==> src/rtl/core/pthc_pkg.sv <==
`timescale 1ns / 1ps
// ----------------------------------------------------------------------------
// pthc_pkg
// Shared types, constants and arithmetic helpers for the pressure, humidity
// and temperature compensation pipeline.
// ----------------------------------------------------------------------------
package pthc_pkg;

  localparam logic [2:0] REG_TEMP   = 3'd0;
  localparam logic [2:0] REG_PLOW   = 3'd1;
  localparam logic [2:0] REG_PHIGH  = 3'd2;
  localparam logic [2:0] REG_PNINE  = 3'd3;
  localparam logic [2:0] REG_HUM    = 3'd4;

  localparam int TEMP_LAT  = 5;
  localparam int DIV_LAT   = 32;
  localparam int PRESS_LAT = 7 + DIV_LAT + 3;
  localparam int HUM_LAT   = 10;
  localparam int TOTAL_LAT = TEMP_LAT + PRESS_LAT;

  localparam logic [16:0] HUM_MAX = 17'd102400;

  typedef struct packed {
    logic        valid;
    logic [31:0] tf;
    logic [31:0] temp;
    logic [19:0] adc_p;
    logic [15:0] adc_h;
  } tf_bus_t;

  function automatic logic [31:0] sx16(input logic [15:0] v);
    return {{16{v[15]}}, v};
  endfunction

  function automatic logic [31:0] sx12(input logic [11:0] v);
    return {{20{v[11]}}, v};
  endfunction

  function automatic logic [31:0] sx8(input logic [7:0] v);
    return {{24{v[7]}}, v};
  endfunction

  function automatic logic [31:0] asr(input logic [31:0] x, input logic [4:0] n);
    return $unsigned($signed(x) >>> n);
  endfunction

  function automatic logic [31:0] mul32(input logic [31:0] a, input logic [31:0] b);
    logic [63:0] full;
    full = {32'd0, a} * {32'd0, b};
    return full[31:0];
  endfunction

endpackage

==> src/rtl/core/pthc_temp.sv <==
`timescale 1ns / 1ps
// ----------------------------------------------------------------------------
// pthc_temp
// Temperature stages: fine temperature and centidegree result.
// ----------------------------------------------------------------------------
module pthc_temp (
  input  logic                 clk,
  input  logic                 rst_n,
  input  logic                 in_valid,
  input  logic [19:0]          in_adc_t,
  input  logic [19:0]          in_adc_p,
  input  logic [15:0]          in_adc_h,
  input  logic [47:0]          coef_t,
  output pthc_pkg::tf_bus_t    out_bus
);

  localparam int TEMP_LAT_W = pthc_pkg::TEMP_LAT;
  logic [31:0] t1, t2, t3;
  logic [TEMP_LAT_W-1:0] vld_r;
  logic [19:0] ap_r [TEMP_LAT_W];
  logic [15:0] ah_r [TEMP_LAT_W];
  logic [31:0] a0_r, d_r, am_r, dd_r, a_r, b0_r, tf_r, tf2_r, temp_r;
  logic [31:0] a0_nxt, d_nxt, temp_nxt;

  assign t1 = {16'd0, coef_t[15:0]};
  assign t2 = pthc_pkg::sx16(coef_t[31:16]);
  assign t3 = pthc_pkg::sx16(coef_t[47:32]);

  assign a0_nxt   = {15'd0, in_adc_t[19:3]} - (t1 << 1);
  assign d_nxt    = {16'd0, in_adc_t[19:4]} - t1;
  assign temp_nxt = pthc_pkg::asr(pthc_pkg::mul32(tf_r, 32'd5) + 32'd128, 5'd8);

  always_ff @(posedge clk) begin
    if (!rst_n) begin
      vld_r <= '0;
    end else begin
      vld_r <= {vld_r[TEMP_LAT_W-2:0], in_valid};
    end
  end

  always_ff @(posedge clk) begin
    ap_r[0] <= in_adc_p;
    ah_r[0] <= in_adc_h;
    for (int i = 1; i < TEMP_LAT_W; i++) begin
      ap_r[i] <= ap_r[i-1];
      ah_r[i] <= ah_r[i-1];
    end
    a0_r   <= a0_nxt;
    d_r    <= d_nxt;
    am_r   <= pthc_pkg::mul32(a0_r, t2);
    dd_r   <= pthc_pkg::mul32(d_r, d_r);
    a_r    <= pthc_pkg::asr(am_r, 5'd11);
    b0_r   <= pthc_pkg::mul32(pthc_pkg::asr(dd_r, 5'd12), t3);
    tf_r   <= a_r + pthc_pkg::asr(b0_r, 5'd14);
    tf2_r  <= tf_r;
    temp_r <= temp_nxt;
  end

  assign out_bus.valid = vld_r[TEMP_LAT_W-1];
  assign out_bus.tf    = tf2_r;
  assign out_bus.temp  = temp_r;
  assign out_bus.adc_p = ap_r[TEMP_LAT_W-1];
  assign out_bus.adc_h = ah_r[TEMP_LAT_W-1];

endmodule

==> config.mk <==
export PLATFORM = sky130hd
export DESIGN_NAME = pthc_temp
export DESIGN_NICKNAME = d
export VERILOG_FILES = /design/src/rtl/core/pthc_pkg.sv /design/src/rtl/core/pthc_temp.sv
export SDC_FILE = /design/constraint.sdc
export NUM_CORES = 2
export LEC_CHECK = 0
export BUFFER_PORTS_ARGS = -buffer_cell sky130_fd_sc_hd__buf_2
export CORE_UTILIZATION = 62
export CTS_CLUSTER_DIAMETER = 30
export DETAILED_ROUTE_END_ITERATION = 10
export PLACE_DENSITY = 0.81
export SKIP_LAST_GASP = 1
export SLEW_MARGIN = 20
export SYNTH_ARGS = -nofsm -noshare
export SYNTH_HDL_FRONTEND = slang
export SYNTH_SLANG_ARGS = --single-unit
==> constraint.sdc <==
create_clock -name clk -period 21.4 [get_ports clk]
set_input_delay 3.21 -clock clk [delete_from_list [all_inputs] [get_ports clk]]
set_output_delay 3.21 -clock clk [all_outputs]
set_load 0.05 [all_outputs]
=== Word level (Yosys, flattened, before mapping) ===
Memory sizes are Yosys's and may differ from the RTL's.
Cells that the tools add are included.

* Memories kept: 2
* Flip-flop bits (word level): 245
* Bits in writable memories: 180
* Logic and storage cells: 20
* Input bits: 107

{| class="wikitable"
|+ Memory list
! memory !! depth !! width !! read ports !! clocked after Yosys merged registers in !! write ports !! RTL line !! source
|-
| ap_r || 5 || 20 || 5 || 0 || 5 || pthc_temp.sv:20 || <nowiki>logic [19:0] ap_r [TEMP_LAT_W];</nowiki>
|-
| ah_r || 5 || 16 || 5 || 0 || 5 || pthc_temp.sv:21 || <nowiki>logic [15:0] ah_r [TEMP_LAT_W];</nowiki>
|}

* Multiply operators: 4
* Add/subtract/negate cells: 4

{| class="wikitable"
|+ Operators by type and width
! operator !! count
|-
| adder 32 x 8 -> 32 bit, second input constant || 1
|-
| multiplier 17 x 17 -> 32 bit || 1
|-
| multiplier 18 x 16 -> 32 bit || 1
|-
| multiplier 20 x 16 -> 32 bit || 1
|-
| multiplier 32 x 3 -> 32 bit, second input constant || 1
|-
| adder 21 x 18 -> 22 bit || 1
|-
| subtractor 17 x 17 -> 18 bit || 1
|-
| subtractor 16 x 16 -> 17 bit || 1
|}

=== Longest topological paths before layout ===
* Depth in word-level cells: 2
* Mapped depth: 25
* Depth with buffers taken out: 24

=== Least setup slack after synthesis ===
No wires, ideal clock.

* Path type: input port to flip-flop
* Start point: input coef_t[17]
* End point: register am_r[29]
* Stages on the path: 22
* Arrival: 9.013 ns
* Setup slack: 12.264 ns
* Path through: clkbuf_1 -> clkbuf_1 -> nand2_1 -> fa_1 -> fa_1 -> fa_1 -> inv_1 -> fa_1 -> fa_1 -> inv_1 -> fa_1 -> inv_1 -> ha_1 -> a21o_1 -> a21o_1 -> a2111oi_0 -> o21ai_1 -> a211oi_2 -> o21bai_1 -> a211o_1 -> a211oi_1 -> o21ai_0

* Word-level cells in the longest chain between the ends: 1

{| class="wikitable"
|+ Ends and longest elaborated chain
! item !! RTL line !! source
|-
| start: declaration || pthc_temp.sv:13 || <nowiki>input logic [47:0] coef_t,</nowiki>
|-
| multiplier 18 x 16 -> 32 bit || pthc_pkg.sv:49 || <nowiki>full = {32'd0, a} * {32'd0, b};</nowiki>
|-
| end signal: assignment || pthc_temp.sv:50 || <nowiki>am_r <= pthc_pkg::mul32(a0_r, t2);</nowiki>
|-
| end: declaration || pthc_temp.sv:22 || <nowiki>logic [31:0] a0_r, d_r, am_r, dd_r, a_r, b0_r, tf_r, tf2_r, temp_r;</nowiki>
|}

Every way passes these cells.
A chain may end at the register's enable or synchronous reset.

=== Worst setup path after layout ===
* Start point: input coef_t[17]
* End point: register am_r[30]

Same word-level chain as after synthesis.

==> summary.txt <==
Clocking
  – Number of levels the H-tree was split into: 2
  – Maximum clock insertion buffer count: 3
  – Count of cells resized by post-cts repair: 0
  – Clk_lat worst skew: 0.62 ns
  – TritonCTS buffer count: 57
  – CTS clk-pin slew, worst paths: 0.06 ns
  – Number of hold buffers added after cts: 0
  – Buffer count from post-CTS setup fixing: 0
  – CTS tree: done
  – Root cell of the clock tree: sky130_fd_sc_hd__clkbuf_16
  – Sinks on the clock net: between 300 and 400

Routing
  – Total wire length: 81.63 mm
  – Drc violations: 0
  – Number of DRC markers in iteration 0: 1535
  – Pre-antenna DRT Iters: 5
  – Per-cell routed wire length: 16.20 um
  – Via count of the routed design: roughly 26k
  – Vias per Instance: 5.236
  – Residual antenna-violating net count after detailed routing: 0

Logic synthesis
  – Post-Syn Instances: around 4.0k
  – Synth area leader: sky130_fd_sc_hd__fa_1
  – Area fraction in and, or, nand and nor cells after synthesis: 11.92%
  – Xor-xnor portion of the synthesized cell area: approximately 3.3%
  – Compound-gate portion of the synthesized area: 3.862%
  – Yosys cell types: between 70 and 80
  – Proportion of synthesized chip area in sequential cells: around 18%
  – Area of the mapped netlist: approximately 40000 um^2
  – Adder and majority cell fraction of the synthesized area: about 50%
  – Combinational family with the most area after synthesis: adder cells
  – Synth top area share: 40.92%
  – Syn. warnings: 0
  – Count of flip-flops with a built-in enable after synthesis: 0
  – Portion of netlist area occupied by mux cells: less than 1%
  – Total of flip-flops plus latches after synthesis: approximately 350
  – Mapped Nets: roughly 5.3k
  – Mean instance size in the synthesized netlist: about 9.9 um^2
  – Post-synthesis async set-or-reset flop share: 0%
  – Top flip-flop cell by instance count after synthesis: sky130_fd_sc_hd__dfxtp_1
  – Leading post-synthesis cells by cell area: sky130_fd_sc_hd__fa_1 (41%), sky130_fd_sc_hd__dfxtp_1 (18%), sky130_fd_sc_hd__ha_1 (11%)

GRT
  – First-pass GRT wire length: between 100 and 150 mm
  – GRT Total Usage: 26.63%
  – Vias in the first global route: just under 30k
  – Initial antenna violation count: 3
  – Overflow left after global routing: 0
  – Maximum number of pins on one net before global-route repair: 36

Layout
  – Share of post-route cells with drive strength above 1: about 8.7%
  – Nets: 5408
  – Combined flip-flop and latch cell area: 7030 um^2
  – Diode count: 0
  – Area growth from synthesis to layout: 8.445%
  – Footprint of the multi-input gates: between 20000 and 30000 um^2
  – Final Instance Count excl. Fillers: approximately 5.0k
  – Number of fill cells: approximately 4.8k

Die
  – Die Footprint: 65560 um^2
  – Placeable Area: 63430 um^2
  – Count of boundary I/O pins: approximately 210
  – Initial Util: around 63%
  – Row count: a little over 90
  – Height of the die: around 260 um
  – Width of the chip: between 200 and 300 um

STA
  – Max-slew violation count: 0
  – Final TNS setup: 0 ns
  – Pin slew with the least headroom to its limit: about 0.96 ns
  – Setup repair after global routing missed its margin: false
  – Period utilisation layout: between 40% and 50%
  – Count of final setup violators: 0
  – Maximum operating frequency: 108.2 MHz
  – Skew final: approximately 0.052 ns
  – Number of hold violations in the final report: 0
  – Max transition margin: between 30% and 40%
  – Tmin final: roughly 9.2 ns

Place
  – Number of cells in the design after placement: 4932
  – Routability cong.: roughly 0.85
  – Post-detail-place hpwl: approximately 63 mm
  – Port buffer count: 204

Critical path
  – Critical path class: input port to flop
  – CP endpoint kind: flop
  – Required @ worst endpoint: ~22 ns
  – Arrival time of the worst setup path: ~9.7 ns
  – Highest net fanout along the worst path: 18
  – Worst setup SP type: input port

Outcome
  – Outcome: finished clean

Min path
  – Path type of the worst min-delay path: flop to flop

Job
  – Count of max-cap constraint violations: 0
Yosys cell counts, types with 3 or more instances:
cell type and instances:
sky130_fd_sc_hd__inv_1 1016, sky130_fd_sc_hd__fa_1 818, sky130_fd_sc_hd__nand2_1 392, sky130_fd_sc_hd__dfxtp_1 351
sky130_fd_sc_hd__ha_1 338, sky130_fd_sc_hd__and2_1 334, sky130_fd_sc_hd__clkbuf_1 128, sky130_fd_sc_hd__xnor2_1 116
sky130_fd_sc_hd__nor2_1 105, sky130_fd_sc_hd__buf_4 55, sky130_fd_sc_hd__a21oi_1 53, sky130_fd_sc_hd__xor2_1 34
sky130_fd_sc_hd__nor3_1 31, sky130_fd_sc_hd__o21ai_0 31, sky130_fd_sc_hd__a21o_1 25, sky130_fd_sc_hd__nor2b_1 25
sky130_fd_sc_hd__nand3_1 20, sky130_fd_sc_hd__nand2b_1 18, sky130_fd_sc_hd__a211oi_1 12, sky130_fd_sc_hd__or3_1 12
sky130_fd_sc_hd__o21a_1 10, sky130_fd_sc_hd__a21boi_0 8, sky130_fd_sc_hd__and3_1 8, sky130_fd_sc_hd__o21bai_1 8
sky130_fd_sc_hd__nand4_1 7, sky130_fd_sc_hd__a31oi_1 6, sky130_fd_sc_hd__o211ai_1 6, sky130_fd_sc_hd__a2111oi_0 5
sky130_fd_sc_hd__or2_2 5, sky130_fd_sc_hd__a211o_1 4, sky130_fd_sc_hd__a31o_2 4, sky130_fd_sc_hd__o2111ai_1 4
sky130_fd_sc_hd__o22ai_1 4, sky130_fd_sc_hd__a211oi_2 3, sky130_fd_sc_hd__mux2_2 3, sky130_fd_sc_hd__o21ai_1 3
sky130_fd_sc_hd__o31ai_1 3
path summary, 6_finish.rpt:
path | start | end | slack, ns | cells after the start
max | coef_t[17] | am_r[30]$_DFF_P_ | 12.16 | 21
min | ah_r[0][19]$_DFF_P_ | ah_r[0][35]$_DFF_P_ | 0.32 | 0
max reg2reg | a0_r[5]$_DFF_P_ | am_r[30]$_DFF_P_ | 14.30 | 21
min reg2reg | ah_r[0][19]$_DFF_P_ | ah_r[0][35]$_DFF_P_ | 0.32 | 0
kinds of logic after synthesis:
kind of cell             Yosys count
AO/OA/AOI/OAI                    217
multiplexers                       4
XOR/XNOR                         150
adder cells (fa/ha/maj)         1156
flip-flops                       351
buffers and inverters           1200
AND/OR/NAND/NOR                  967
flip-flops by register name (all words and copies together) (netlist names):
signal and cells:
tf2_r 22, a0_r 18, vld_r 5, am_r 21
tf_r 22, ah_r 80, b0_r 18, a_r 21
temp_r 24, ap_r 100, dd_r 20
layout make-up:
type,instances,area share [%]
Clock buffer,57,3.287
Clock inverter,50,1.413
Inverter,1017,8.797
Multi-Input combinational cell,2494,65.16
Sequential cell,351,16.20
Tap cell,846,2.439
Timing Repair Buffer,224,2.699
per-layer routing:
layer	wire, um	GRT usage, %	up-vias
li1	-	-	12020
met1	31860	33.16	13370
met2	42240	47.66	849
met3	5489	4.278	147
met4	2034	7.784	0
met5	0	0	-
per-stage QoR:
step	cell area (um^2)	hold WS, ns	util (%)	setup WS [ns]
2_1_floorplan	40020	0.3096	-	12.26
3_3_place_gp	41360	0.3095	65.20	11.81
3_5_place_dp	41360	0.3121	65.20	11.72
4_1_cts	43400	0.3203	68.42	12.38
5_1_grt	43400	0.3209	68.42	11.89
6_report	43400	0.3186	68.42	12.16
worst max-delay path: stages:
cell                        delay (ns)
sky130_fd_sc_hd__buf_2            0.34
sky130_fd_sc_hd__nand2_1          0.14
sky130_fd_sc_hd__fa_1             0.53
sky130_fd_sc_hd__fa_1             0.52
sky130_fd_sc_hd__fa_1             0.53
sky130_fd_sc_hd__inv_1            0.06
sky130_fd_sc_hd__fa_1             0.48
sky130_fd_sc_hd__fa_1             0.49
sky130_fd_sc_hd__inv_1            0.05
sky130_fd_sc_hd__fa_1             0.48
sky130_fd_sc_hd__inv_1            0.04
sky130_fd_sc_hd__ha_1             0.32
sky130_fd_sc_hd__a21o_1           0.19
sky130_fd_sc_hd__a21o_1           0.19
sky130_fd_sc_hd__a2111oi_0        0.45
sky130_fd_sc_hd__o21ai_1          0.33
sky130_fd_sc_hd__a2111oi_1        0.56
sky130_fd_sc_hd__o21bai_1         0.22
sky130_fd_sc_hd__a21oi_1          0.31
sky130_fd_sc_hd__a21boi_1         0.12
sky130_fd_sc_hd__xor2_1           0.16
placed cells by master, fill, tap and decap left out, drive strengths merged, types with 35 or more instances in the layout:
master	netlist	final
fa	818	818
and2	335	335
ha	338	338
o21ai	35	35
clkbuf	128	57
buf	55	224
nor2	105	105
a21oi	55	55
nand2	392	392
dfxtp	351	351
inv	1016	1036
xnor2	116	116
Power is not shown: default switching activity piles up to over one toggle a cycle in this logic, so the estimate is an artifact.
